**src/rtl/keyframe_linear_sampler_unit_defines.svh**
```systemverilog
// Assertion macros for the keyframe sampler
`ifndef KEYFRAME_LINEAR_SAMPLER_UNIT_DEFINES_SVH
`define KEYFRAME_LINEAR_SAMPLER_UNIT_DEFINES_SVH
`ifndef ASSERT_OFF
`define KLS_ASSERT(lbl, cond) \
    lbl: assert property (@(posedge i_clk) disable iff (!i_rst_n) (cond)) \
        else $error("assertion failed");
`define KLS_ASSERT_NEXT(lbl, ante, cons) \
    lbl: assert property (@(posedge i_clk) disable iff (!i_rst_n) (ante) |=> (cons)) \
        else $error("assertion failed");
`else
`define KLS_ASSERT(lbl, cond)
`define KLS_ASSERT_NEXT(lbl, ante, cons)
`endif
`endif

```
**src/rtl/kls_pkg.sv**
```systemverilog
`default_nettype none
package kls_pkg;
    localparam int MAX_KEYS = 64;
    localparam int ADDR_W   = $clog2(MAX_KEYS);
    localparam int CNT_W    = $clog2(MAX_KEYS + 1);
    localparam int FAC_W    = 17;

    localparam logic [2:0] ST_WRITE  = 3'd0;
    localparam logic [2:0] ST_INTERP = 3'd1;
    localparam logic [2:0] ST_SINGLE = 3'd2;
    localparam logic [2:0] ST_EMPTY  = 3'd3;
    localparam logic [2:0] ST_LAST   = 3'd4;

    localparam logic [7:0] REG_KEY_COUNT   = 8'd0;
    localparam logic [7:0] REG_DEFAULT_ONE = 8'd1;

    localparam logic [31:0] ONE_Q16 = 32'h0001_0000;

    typedef struct packed {
        logic start;
        logic [FAC_W-1:0] factor;
    } t_lane_ctl;
endpackage
`default_nettype wire

```
**src/rtl/kls_lane.sv**
```systemverilog
`default_nettype none
module kls_lane (
    input  wire logic               i_clk,
    input  wire logic               i_rst_n,
    input  wire kls_pkg::t_lane_ctl i_ctl,
    input  wire logic [31:0]        i_v0,
    input  wire logic [31:0]        i_v1,
    output logic                    o_valid,
    output logic [31:0]             o_res
);
    logic [2:0]  r_vld;
    logic [31:0] r_v0a, r_v0b;
    logic signed [32:0] r_d;
    logic [kls_pkg::FAC_W-1:0] r_fac;
    logic signed [50:0] r_prod;
    logic signed [34:0] w_sr;
    logic [31:0] r_res;

    assign w_sr = 35'(r_prod >>> 16);

    always_ff @(posedge i_clk) begin
        if (!i_rst_n) begin
            r_vld <= '0;
        end else begin
            r_vld <= {r_vld[1:0], i_ctl.start};
        end
    end

    always_ff @(posedge i_clk) begin
        r_v0a  <= i_v0;
        r_d    <= $signed({i_v1[31], i_v1}) - $signed({i_v0[31], i_v0});
        r_fac  <= i_ctl.factor;
        r_v0b  <= r_v0a;
        r_prod <= r_d * $signed({1'b0, r_fac});
        r_res  <= r_v0b + w_sr[31:0];
    end

    assign o_valid = r_vld[2];
    assign o_res   = r_res;
endmodule
`default_nettype wire

```
**config.mk**
```make
export PLATFORM = sky130hd
export DESIGN_NAME = kls_lane
export DESIGN_NICKNAME = d
export VERILOG_FILES = /design/src/rtl/keyframe_linear_sampler_unit_defines.svh /design/src/rtl/kls_pkg.sv /design/src/rtl/kls_lane.sv
export SDC_FILE = /design/constraint.sdc
export NUM_CORES = 2
export LEC_CHECK = 0
export BUFFER_PORTS_ARGS = -buffer_cell sky130_fd_sc_hd__buf_4
export CAP_MARGIN = 20
export CORE_MARGIN = 2
export CORE_UTILIZATION = 50
export CTS_BUF_LIST = sky130_fd_sc_hd__clkbuf_8
export DETAILED_ROUTE_END_ITERATION = 10
export GPL_TIMING_DRIVEN = 0
export PLACE_DENSITY = 0.73
export SLEW_MARGIN = 20
export SYNTH_ARGS = -nofsm -noshare
export SYNTH_HDL_FRONTEND = slang
export SYNTH_SLANG_ARGS = --single-unit
```
**constraint.sdc**
```tcl
create_clock -name i_clk -period 7.5 [get_ports i_clk]
set_input_delay 1.875 -clock i_clk [delete_from_list [all_inputs] [get_ports i_clk]]
set_output_delay 1.875 -clock i_clk [all_outputs]
set_load 0.05 [all_outputs]
```
; ---- After elaboration in Yosys (flattened, before gate mapping)
; Index checks and enable logic that the tools add are counted.
[op_classes]
add_sub_neg = 2
n_mul = 1
[op_table]
columns = op, count
row1 = 33-bit by 18-bit multiplier with 48-bit output, 1
row2 = 32-bit by 32-bit subtractor with 33-bit output, 1
row3 = 32-bit adder, 1
[word_totals]
reg_bits = 197
in_bits = 84
output_inout_bits = 33
elab_cells = 10

; ---- Longest topological paths before layout
[logic_depth]
word_depth = 1
depth_mapped = 25
depth_no_buf = 24

; ---- Worst setup path after synthesis
; No wires, ideal clock.
[synth_path]
path_kind = register to register
from = reg r_d[26]
to = reg r_prod[47]
t_arrival_ns = 5.876
required_ns = 7.370
slack_ns = 1.494
stages_incl_launch_ff = 23
n_path_buf = 1
synth_period_minus_slack_ns = 6.006
path_cell_list = dfxtp_1 -> clkbuf_1 -> nand2_1 -> fa_1 -> fa_1 -> inv_1 -> fa_1 -> fa_1 -> fa_1 -> inv_1 -> fa_1 -> inv_1 -> ha_1 -> a21o_1 -> a21o_1 -> a2111oi_2 -> o31ai_1 -> a21oi_1 -> nor2_1 -> a31oi_4 -> o211ai_2 -> a2111oi_2 -> nor3b_1
[synth_between]
elab_chain_cells = 1
[synth_rtl]
columns = item, line_no
row1 = "start, declared", kls_lane.sv:13  ; logic signed [32:0] r_d;
row2 = "start signal, assigned", kls_lane.sv:31  ; r_d <= $signed({i_v1[31], i_v1}) - $signed({i_v0[31], i_v0});
row3 = 33-bit by 18-bit multiplier with 48-bit output, kls_lane.sv:34  ; r_prod <= r_d * $signed({1'b0, r_fac});
row4 = "end signal, assigned", kls_lane.sv:34
row5 = "end, declared", kls_lane.sv:15  ; logic signed [50:0] r_prod;
; No other way between the ends.
; A chain may end at the register's enable or synchronous reset.

; ---- Final worst setup path
[layout_path]
from = reg r_fac[3] in the netlist's numbering
to = reg r_prod[35]
[layout_between]
elab_chain_cells = 1
[layout_rtl]
columns = item, line_no
row1 = "start, declared", kls_lane.sv:14  ; logic [kls_pkg::FAC_W-1:0] r_fac;
row2 = "start signal, assigned", kls_lane.sv:32  ; r_fac <= i_ctl.factor;
row3 = 33-bit by 18-bit multiplier with 48-bit output, kls_lane.sv:34
; No other way between the ends.

==> flow_metrics.env <==
export IMPL_drc=0
export IMPL_synth_top_area_cell="fa_1"
export IMPL_nNetsFinal=3612
export IMPL_slew_headroom_pct=32.8
export IMPL_synth_area_top_cells="fa_1 41%, dfxtp_1 14%, inv_1 9.8%, ha_1 8.6%, and2_1 7.6%"
export IMPL_hold_class="register to register"
export IMPL_ios=117
export IMPL_grt_pass1_vias=20300
export IMPL_vias_per_cell=5.33
export IMPL_core_area_um2=50000
export IMPL_synth_edf_count=0
export IMPL_gp_congestion=0.980
export IMPL_yosysWarnings=0
export IMPL_ys_seq_area_share_pct=14.3
export IMPL_finalCriticalPeriod_ns=7.27
export IMPL_first_pass_iters=5
export IMPL_cts_buffers=17
export IMPL_r2r_setup_slack_ns=0.23
export IMPL_grt_first_pass_wirelength_mm=114
export IMPL_dieWidth_um=229
export IMPL_synthFlopType="dfxtp_1"
export IMPL_syn_area_um2=25300
export IMPL_r2r_start="r_fac[3]"
export IMPL_cts_clk_slew_worst_paths_ns=0.10
export IMPL_pre_cts_slack_ns=-0.393
export IMPL_dp_cells=3492
export IMPL_initial_core_util_pct=50.5
export IMPL_clock_sinks=181
export IMPL_arrival_ns=7.73
export IMPL_die_area_um2=52300
export IMPL_setup_viol=0
export IMPL_routed_wl_mm=72.3
export IMPL_grt_overflow_total=0
export IMPL_worstSkewPairLatency_ns=0.57
export IMPL_fillers=4502
export IMPL_path_common_cell="fa_1"
export IMPL_hold_violations=0
export IMPL_final_cell_area_um2=27400
export IMPL_crit_end="r_prod[35]"
export IMPL_ys_seq_elements=181
export IMPL_worst_pin_slew_ns=1.01
export IMPL_num_rows=82
export IMPL_vias=18800
export IMPL_htreeDepth=4
export IMPL_die_h_um=229
export IMPL_max_stage_delay_ns=0.56
export IMPL_maxCapViolations=0
export IMPL_timing_final_max_slew_violations=0
export IMPL_grt_max_degree=19
export IMPL_synth_avg_cell_area_um2=9.34
export IMPL_cp_end_kind="register"
export IMPL_cp_start_kind="register"
export IMPL_dpl_cell_area_um2=27000
export IMPL_cts_tree="built"
export IMPL_synth_most_common_cell="inv_1"
export IMPL_worstPathRequired_ns=7.96
export IMPL_finClkSkew_ns=0.0226
export IMPL_critical_path_class="register to register"
export IMPL_r2r_end="r_prod[35]"
export IMPL_postCtsSetupBuffers=0
export IMPL_synth_top_area_share_pct=40.9
export IMPL_drive_gt1_share_pct=7.71
export IMPL_grtUsageTotal_pct=28.9
export IMPL_syn_inst=2704
export IMPL_synthArstFlopShare_pct=0
export IMPL_ant_nets=0
export IMPL_cts_root_buf="clkbuf_8"
export IMPL_startpoint="r_fac[3]"
export IMPL_wire_per_inst_um=20.5
export IMPL_ctsHoldBuffers=0
export IMPL_cp_slowest_cell="fa_1"
export IMPL_io_buffers=116
export IMPL_antenna_found_initial=10
export IMPL_syn_num_nets=3477
export IMPL_layoutNonFillerInstCount=3532
export IMPL_cp_cell_sequence="clkbuf_2 -> and2_1 -> fa_1 -> inv_1 -> fa_1 -> inv_1 -> fa_1 -> inv_1 -> fa_1 -> fa_1 -> fa_1 -> inv_1 -> ha_1 -> nand4_1 -> a211oi_1 -> o21a_2 -> o2111ai_2 -> a31oi_1 -> o21a_1 -> nor2_1 -> o21ai_0 -> a21oi_1 -> xnor2_1"
export IMPL_run_status="complete, no violations"
export IMPL_dp_final_hpwl_mm=59.3
export IMPL_setup_ws_ns=0.233
export IMPL_synth_cell_types=63
export IMPL_clk_path_buf_depth=2
export IMPL_drtIter0Drc=1354
export IMPL_r2r_cells=23
export IMPL_syn_to_final_growth_pct=8.69
export IMPL_min_period_over_period_pct=96.9
export IMPL_cp_max_fo=10
export IMPL_synth_common_cells="658 x inv_1, 516 x fa_1, 306 x and2_1, 292 x nand2_1, 181 x dfxtp_1"
export IMPL_fmax_ghz=0.138
## per-stage QoR
stage / utilization [%] / hold slack, ns / setup TNS [ns]
3_5_place_dp: 54.0 / 0.312 / -1.60
6_report: 54.9 / 0.331 / 0
5_1_grt: 54.9 / 0.339 / -0.00300
2_1_floorplan: - / 0.310 / 0
3_3_place_gp: 54.0 / 0.310 / -1.60
4_1_cts: 54.8 / 0.332 / 0
## flip-flops by register name, summed over array words and instances, names as in the netlist
register,count
r_v0b,32
r_fac,17
r_prod,32
r_d,33
r_vld,3
r_v0a,32
o_res,32
## layout by cell type, fill, tap and decap left out, types with 19 or more instances in the layout
master and instances:
nand2_1 292, buf_4 116, a21o_1 40, nand3_1 20
clkbuf_2 38, a21oi_1 73, xnor2_1 80, clkbuf_1 45
fa_1 516, xor2_1 19, and2_1 306, ha_1 173
nor2_1 54, o21ai_0 39, dfxtp_1 169, inv_1 659
## cell families (layout without fill, tap and decap cells)
logic type	after synthesis	after routing	share of synthesized area, %
compound gates	250	250	6.82
xor+xnor	99	99	3.43
fa+ha+maj	689	689	49.5
buf+inv	744	892	11.1
flops	181	181	14.3
mux	1	1	0.0446
other cells	0	8	0
simple gates	740	740	14.8
## worst max-delay path, delay by kind of cell, from the launching register on
kind                     cells  cell delay [ns]
AND/OR/NAND/NOR              3             0.64
AO/OA/AOI/OAI                7             1.82
XOR/XNOR                     1             0.22
buffers and inverters        5             0.56
flip-flops                   1             0.45
adder cells (fa/ha/maj)      7             3.45
## metal layers
layer / routed length (um) / track usage [%] / vias to the layer above
li1: - / - / 8290
met1: 29000 / 37.0 / 9580
met2: 34200 / 47.3 / 758
met3: 5590 / 6.11 / 193
met4: 3450 / 13.1 / 0
met5: 0 / 0 / -
## repair_timing
| item | 4_1_cts | 5_1_grt |
|---|---|---|
| endpoints found under the setup margin | 15 | 15 |
| endpoints found under the hold margin | 0 | 0 |
| pin swaps | 0 | 0 |
| resized for setup | 16 | 73 |
## final cells by class
type | count | area [um^2] | share of cell area (%)
antenna | 8 | 20.0 | 0.0729
buffer | 86 | 379 | 1.38
clock buffer | 17 | 234 | 0.852
clock inverter | 15 | 151 | 0.552
inverter | 658 | 2470 | 9.00
multi-input combinational | 1779 | 18800 | 68.7
sequential | 181 | 3640 | 13.3
tap | 672 | 841 | 3.06
timing repair buffer | 116 | 871 | 3.17
## worst min-delay path by stage
stage                          from         to  slack, ns  cells after the start
after floorplan            r_v0a[0]   r_v0b[0]       0.31                      0
after global placement     r_v0a[4]   r_v0b[4]       0.31                      0
after global routing      r_v0a[19]  r_v0b[19]       0.34                      0
after detailed placement   r_v0a[2]   r_v0b[2]       0.31                      0
final                     r_v0a[19]  r_v0b[19]       0.33                      0
after CTS                 r_v0a[19]  r_v0b[19]       0.33                      0
Power is not shown: default switching activity piles up to over one toggle a cycle in this logic, so the estimate is an artifact.
