--- src/rtl/keyframe_linear_sampler_unit_defines.svh ---
// Assertion macros for the keyframe sampler
`ifndef KEYFRAME_LINEAR_SAMPLER_UNIT_DEFINES_SVH
`define KEYFRAME_LINEAR_SAMPLER_UNIT_DEFINES_SVH
`ifndef ASSERT_OFF
`define KLS_ASSERT(lbl, cond) \
    lbl: assert property (@(posedge i_clk) disable iff (!i_rst_n) (cond)) \
        else $error("assertion failed");
`define KLS_ASSERT_NEXT(lbl, ante, cons) \
    lbl: assert property (@(posedge i_clk) disable iff (!i_rst_n) (ante) |=> (cons)) \
        else $error("assertion failed");
`else
`define KLS_ASSERT(lbl, cond)
`define KLS_ASSERT_NEXT(lbl, ante, cons)
`endif
`endif

--- src/rtl/kls_pkg.sv ---
`default_nettype none
package kls_pkg;
    localparam int MAX_KEYS = 64;
    localparam int ADDR_W   = $clog2(MAX_KEYS);
    localparam int CNT_W    = $clog2(MAX_KEYS + 1);
    localparam int FAC_W    = 17;

    localparam logic [2:0] ST_WRITE  = 3'd0;
    localparam logic [2:0] ST_INTERP = 3'd1;
    localparam logic [2:0] ST_SINGLE = 3'd2;
    localparam logic [2:0] ST_EMPTY  = 3'd3;
    localparam logic [2:0] ST_LAST   = 3'd4;

    localparam logic [7:0] REG_KEY_COUNT   = 8'd0;
    localparam logic [7:0] REG_DEFAULT_ONE = 8'd1;

    localparam logic [31:0] ONE_Q16 = 32'h0001_0000;

    typedef struct packed {
        logic start;
        logic [FAC_W-1:0] factor;
    } t_lane_ctl;
endpackage
`default_nettype wire

--- src/rtl/kls_div.sv ---
`default_nettype none
module kls_div (
    input  wire logic                     i_clk,
    input  wire logic                     i_rst_n,
    input  wire logic                     i_start,
    input  wire logic [31:0]              i_diff,
    input  wire logic [31:0]              i_den,
    output logic                          o_done,
    output logic [kls_pkg::FAC_W-1:0]     o_quo
);
    logic [32:0] r_rem;
    logic [16:0] r_nb;
    logic [31:0] r_den;
    logic [kls_pkg::FAC_W-1:0] r_quo;
    logic [4:0]  r_cnt;
    logic        r_busy, r_done, r_zero;
    logic [32:0] w_t;
    logic        w_ge;

    assign w_t  = {r_rem[31:0], r_nb[16]};
    assign w_ge = w_t >= {1'b0, r_den};

    always_ff @(posedge i_clk) begin
        if (!i_rst_n) begin
            r_busy <= 1'b0;
            r_done <= 1'b0;
            r_cnt  <= '0;
        end else begin
            r_done <= 1'b0;
            if (i_start) begin
                r_busy <= 1'b1;
                r_cnt  <= 5'(kls_pkg::FAC_W);
            end else if (r_busy) begin
                r_cnt <= r_cnt - 5'd1;
                if (r_cnt == 5'd1) begin
                    r_busy <= 1'b0;
                    r_done <= 1'b1;
                end
            end
        end
    end

    always_ff @(posedge i_clk) begin
        if (i_start) begin
            r_rem  <= {2'b00, i_diff[31:1]};
            r_nb   <= {i_diff[0], 16'h0000};
            r_den  <= i_den;
            r_quo  <= '0;
            r_zero <= (i_den == 32'd0);
        end else if (r_busy) begin
            r_rem <= w_ge ? (w_t - {1'b0, r_den}) : w_t;
            r_nb  <= {r_nb[15:0], 1'b0};
            r_quo <= {r_quo[kls_pkg::FAC_W-2:0], w_ge};
        end
    end

    assign o_done = r_done;
    assign o_quo  = r_zero ? '0 : r_quo;
endmodule
`default_nettype wire

--- config.mk ---
export PLATFORM = sky130hd
export DESIGN_NAME = kls_div
export DESIGN_NICKNAME = d
export VERILOG_FILES = /design/src/rtl/keyframe_linear_sampler_unit_defines.svh /design/src/rtl/kls_pkg.sv /design/src/rtl/kls_div.sv
export SDC_FILE = /design/constraint.sdc
export NUM_CORES = 1
export LEC_CHECK = 0
export BUFFER_PORTS_ARGS = -buffer_cell sky130_fd_sc_hd__buf_4
export CORE_ASPECT_RATIO = 2
export CORE_UTILIZATION = 62
export DETAILED_ROUTE_END_ITERATION = 10
export PLACE_DENSITY = 0.86
export REMOVE_ABC_BUFFERS = 1
export SETUP_SLACK_MARGIN = 0.02
export SLEW_MARGIN = 15
export SYNTH_ARGS = -nofsm -noshare
export SYNTH_HDL_FRONTEND = slang
export SYNTH_SLANG_ARGS = --single-unit
export TNS_END_PERCENT = 50
--- constraint.sdc ---
create_clock -name i_clk -period 6.2 [get_ports i_clk]
set_input_delay 0.93 -clock i_clk [delete_from_list [all_inputs] [get_ports i_clk]]
set_output_delay 0.93 -clock i_clk [all_outputs]
set_load 0.01 [all_outputs]
After elaboration in Yosys (flattened, before gate mapping)
Cells that the tools add are included.
W data, S select, Z words.
{"block": "op_classes", "add_sub_neg": 2, "order_cmp": 1, "eq_ne": 1, "n_mux": 12, "bitwise": 2, "n_reduce_logical": 4}
{"op": "$mux W31", "n": 2}
{"op": "$mux W17", "n": 3}
{"op": "$ge A33 B32 Y1", "n": 1}
{"op": "$logic_not A32 Y1", "n": 1}
{"op": "$mux W32", "n": 1}
{"op": "$sub A32 B32 Y32", "n": 1}
{"op": "$mux W5", "n": 2}
{"op": "$eq A5 B1 Y1 const B", "n": 1}
{"op": "$sub A5 B1 Y5 const B", "n": 1}
{"op": "$mux W1", "n": 4}
{"op": "$reduce_or A3 Y1", "n": 1}
{"op": "$not A1 Y1", "n": 2}
{"op": "$reduce_bool A2 Y1", "n": 1}
{"op": "$reduce_or A2 Y1", "n": 1}
{"block": "totals", "reg_bits": 90, "output_inout_bits": 18, "wordCells": 32}

Depth between registers and ports, before layout
{"block": "depth", "depth_word": 4, "mapped_depth": 13}

Worst setup path before layout
No wires, ideal clock.
{"block": "synth_path", "path_kind": "reg-to-reg", "start": "register r_rem[12]", "end": "register r_rem[15] (data pin)", "setup_ns": 0.270, "arrival_ns": 2.606, "slack_ns": 3.324, "stages_incl_launch_ff": 13, "n_path_buf": 3, "cell_sequence": "edfxtp_1 -> ha_1 -> buf_6 -> and4_4 -> nand2_2 -> or3_1 -> or4_4 -> nand4_2 -> a21o_1 -> buf_6 -> buf_8 -> mux2i_1 -> a21oi_1"}
{"block": "synth_between", "elab_chain_len": 4, "elab_cells_between_ends": 5}
{"item": "start: declaration", "line": "kls_div.sv:11", "source": "logic [32:0] r_rem;"}
{"item": "start signal: assignment", "line": "kls_div.sv:45", "source": "r_rem <= {2'b00, i_diff[31:1]};"}
{"item": "start signal: assignment", "line": "kls_div.sv:51", "source": "r_rem <= w_ge ? (w_t - {1'b0, r_den}) : w_t;"}
{"item": "$sub A32 B32 Y32 / $ge A33 B32 Y1 (equally long branches)", "line": "kls_div.sv:51, kls_div.sv:21"}
{"item": "$mux W32 *", "line": "kls_div.sv:51"}
{"item": "$mux W31 *", "line": "kls_div.sv:50", "source": "end else if (r_busy) begin"}
{"item": "$mux W31 *", "line": "kls_div.sv:44", "source": "if (i_start) begin"}
Mark *: on every way between the ends. The rest lies on a longest branch, timed or not. The select of a mux whose other input is x is not followed.
A chain may end at the register's enable or synchronous reset.

Worst setup path after layout
{"block": "layout_path", "start": "register r_nb[16]", "end": "register r_rem[30] (data pin)"}
{"block": "layout_between", "elab_chain_len": 4, "elab_cells_between_ends": 5}
{"item": "start: declaration", "line": "kls_div.sv:12", "source": "logic [16:0] r_nb;"}
{"item": "start signal: assignment", "line": "kls_div.sv:46", "source": "r_nb <= {i_diff[0], 16'h0000};"}
{"item": "start signal: assignment", "line": "kls_div.sv:52", "source": "r_nb <= {r_nb[15:0], 1'b0};"}
{"item": "$sub A32 B32 Y32 / $ge A33 B32 Y1 (equally long branches)", "line": "kls_div.sv:51, kls_div.sv:21"}
{"item": "$mux W32 *", "line": "kls_div.sv:51"}
{"item": "$mux W31 *", "line": "kls_div.sv:50"}
{"item": "$mux W31 *", "line": "kls_div.sv:44"}
Marks and branches as above.

==> metrics.md <==
| Metric | Value |
|---|---|
| Met3 usage | `between 4 and 5%` |
| Slowest stage delay, CP | `just over 0.6 ns` |
| Starting Density | `64.20%` |
| CTS root buffer | `clkbuf_16` |
| Synthesized area | `5590 µm²` |
| Status | `finished, final reports clean` |
| DIE AREA | `~9400 µm²` |
| Dpl ws | `about 2.5 ns` |
| Layout cells sized above 1 | `roughly a fifth` |
| Post-synth ARST share | `0%` |
| Final Hold Fails | `0` |
| P_leak | `0.002825 µW` |
| Area leader, netlist | `edfxtp_1` |
| Post-Syn Instances | `between 500 and 600` |
| Average via count per standard cell | `approximately 6.2` |
| Post-route ant nets | `0` |
| Final setup vio count | `0` |
| GR Util met2 | `53.07%` |
| Clock Sink Count | `90` |
| Highest fanout seen on the critical path | `4` |
| Flops & latches, synth | `90` |
| Worst Hold Class | `reg2reg` |
| Top_reg_cell synth | `edfxtp_1` |
| Wire length per cell | `around 18 µm` |
| DIE WIDTH | `a little under 70 µm` |
| Final instance area | `approximately 6500 µm²` |
| Worst EP required | `between 6 and 7 ns` |
| Multi-input logic area | `roughly 2800 µm²` |
| CP Capture Type | `flip-flop` |
| Cell variety after synth | `70` |
| Clk_lat worst skew | `0.35 ns` |
| Initial drt markers | `250` |
| Setup TNS | `0 ns` |
| Sequential cell area fraction in the yosys report | `between 40% and 50%` |
| YS warnings | `0` |
| Hold Path Origin | `r_cnt[1]` |
| Core Box Area | `8708 µm²` |
| GP Congestion | `~0.96` |
| Routed via count | `between 4000 and 5000` |
| CP max stage cell | `o311ai_1` |
| Max Root-Sink Buffers | `2` |
| Pwr Total | `between 2000 and 2500 µW` |
| Vias in the first global route | `4679` |
| IO Pins | `85` |
| Tmin final | `3.818 ns` |
| Hold_buf cts | `0` |
| Area Growth Syn to Fin | `17.03%` |
| Row cnt | `48` |
| Number of antenna diodes | `0` |
| Clock-pin slew on the worst setup and hold paths | `0.06 ns` |
| CP Class | `reg2reg` |
| Residual DRC | `0` |
| Maximum Capacitance Violations | `0` |
| IO buf count | `between 80 and 90` |
| Top-area cell type share of the netlist area | `34.91%` |
| Top cells by area, synth | `edfxtp_1 35%, dfxtp_1 9.0%, ha_1 7.6%` |
| FF+latch area | `between 2000 and 2500 µm²` |
| Routed WL | `between 10 and 15 mm` |
| Final setup skew | `0.008298 ns` |
| Routing usage on met1 | `between 20% and 30%` |
| Final nets | `roughly 740` |
| Cells along the critical path | `inv_1 > ha_1 > inv_1 > fa_1 > a21oi_1 > nor2_1 > o311ai_1 > a2111oi_0 > o311ai_1 > a31oi_1 > xnor2_1 > o21ai_1` |
| Peak Freq | `261.9 MHz` |
| Worst-margin pin slew | `about 1.0 ns` |
| Power density over the cells | `352.2 nW/µm²` |
| Crit share post-route | `between 60% and 70%` |
| CTS resizes | `0` |
| Worst Path Buf+Inv | `2` |
| Slew margin rel. | `between 30% and 40%` |
| Placed cell count | `728` |
| H-tree depth | `3` |
| First-pass GRT wire length | `21.26 mm` |
| Initial antenna violation count | `0` |
| Synth Area per Inst | `approximately 10 µm²` |
| Total gr overflow | `0` |
| Detail Placement HPWL | `9.921 mm` |
| Largest net degree at the start of global routing | `56` |
| Setup bufs post-CTS | `0` |
| Peak VDD IR | `about 0.23 mV` |
| Delay-heaviest family, CP | `compound AO/OA/AOI/OAI gates` |
| Startpoint Class | `flip-flop` |
| Setup ws final | `about 2.4 ns` |
| DIE HEIGHT | `136.3 µm` |
| Pins Over Slew Limit | `0` |
| Most used routing layer | `met2` |
| FF-to-FF Start | `r_nb[16]` |
| Drt pass-1 iters | `4` |
| Post-synth EDFFs | `65` |
| Non-filler instance count after layout | `744` |
| Placed cell areas | `between 6000 and 7000 µm²` |
| CP arrival | `3.91 ns` |
| RSZ-0062 raised after global routing | `no` |
| Total CTS buffers | `9` |
| CTS tree | `built` |
| Filler cells | `about 600` |
| Beginning of the critical path | `r_nb[16]` |
| Tot GR Track Use | `~29%` |
[cell usage after synthesis (all sizes together) (4+ instances only)]
| cell type | n |
|---|---|
| a211oi | 6 |
| or2 | 4 |
| edfxtp | 65 |
| a21o | 22 |
| nand3 | 11 |
| nand2 | 27 |
| a31oi | 10 |
| o21bai | 5 |
| xnor2 | 19 |
| ha | 34 |
| o21a | 4 |
| nand2b | 5 |
| nand4 | 8 |
| nor3 | 12 |
| dfxtp | 25 |
| buf | 9 |
| a21boi | 4 |
| nor2b | 19 |
| xor2 | 8 |
| nor4 | 11 |
| inv | 44 |
| a21oi | 45 |
| o21ai | 13 |
| nor2 | 59 |
| and2 | 4 |
| mux2i | 36 |
| clkbuf | 12 |
[per-layer routing]
layer / up-vias / share of wire (%)
li1: 2207 / -
met4: 0 / 5.5
met1: 2170 / 36
met5: - / 0
met3: 57 / 5.4
met2: 185 / 53
[worst min-delay path, cell delays in order, from the launching register on]
cell      delay, ns
dfxtp_1        0.33
nor2_1         0.09
a211oi_1       0.05
[sequential cells by signal, indices dropped and copies added (netlist names)]
name	count
r_den	32
r_rem	32
r_quo	17
r_cnt	5
o_done	1
r_busy	1
r_nb	1
r_zero	1
[layout make-up]
class / count / share of cell area, %
clock buffer: 10 / 3.653
sequential: 90 / 37.48
clock inverter: 6 / 0.8606
tap: 100 / 1.912
timing repair buffer: 88 / 10.10
inverter: 44 / 2.524
multi-input combinational: 406 / 43.47
[layout by cell type, fill, tap and decap left out, drive strengths merged, types with 13 or more instances in the layout]
| cell type | count |
|---|---|
| edfxtp | 65 |
| inv | 44 |
| dfxtp | 25 |
| a21o | 22 |
| o21ai | 13 |
| ha | 34 |
| a21oi | 45 |
| buf | 88 |
| nor2b | 19 |
| nor2 | 59 |
| nand2 | 27 |
| xnor2 | 19 |
| mux2i | 36 |
[through the flow]
stage	util [%]	hold slack, ns
2_1_floorplan	-	0.4520
3_5_place_dp	71.74	0.4862
6_report	75.13	0.5068
4_1_cts	75.13	0.4970
5_1_grt	75.13	0.5429
3_3_place_gp	71.74	0.4787
[path summary, 6_finish.rpt]
path                                  end  depth (start not counted)  slack [ns]
worst min-delay path             r_cnt[1]                          2        0.51
worst min register to register   r_cnt[1]                          2        0.51
worst max-delay path            r_rem[30]                         12        2.38
worst max register to register  r_rem[30]                         12        2.38
[logic make-up (layout without fill, tap and decap cells)]
logic type | count (synthesis) | in the layout | share of synthesized area, %
XOR/XNOR | 27 | 27 | 4.230
adder cells (fa/ha/maj) | 35 | 35 | 7.968
AO/OA/AOI/OAI | 136 | 136 | 16.50
flip-flops | 90 | 90 | 43.87
multiplexers | 37 | 37 | 6.647
AND/OR/NAND/NOR | 171 | 171 | 15.53
buffers and inverters | 65 | 148 | 5.259
[where the power goes]
part	total, µW	internal (µW)	leakage, µW	switching (µW)
sequential	802	751	0.000844	51.1
clock	546	320	0.000147	227
combinational	956	415	0.00183	541
Power figures use the tool's default switching activity.
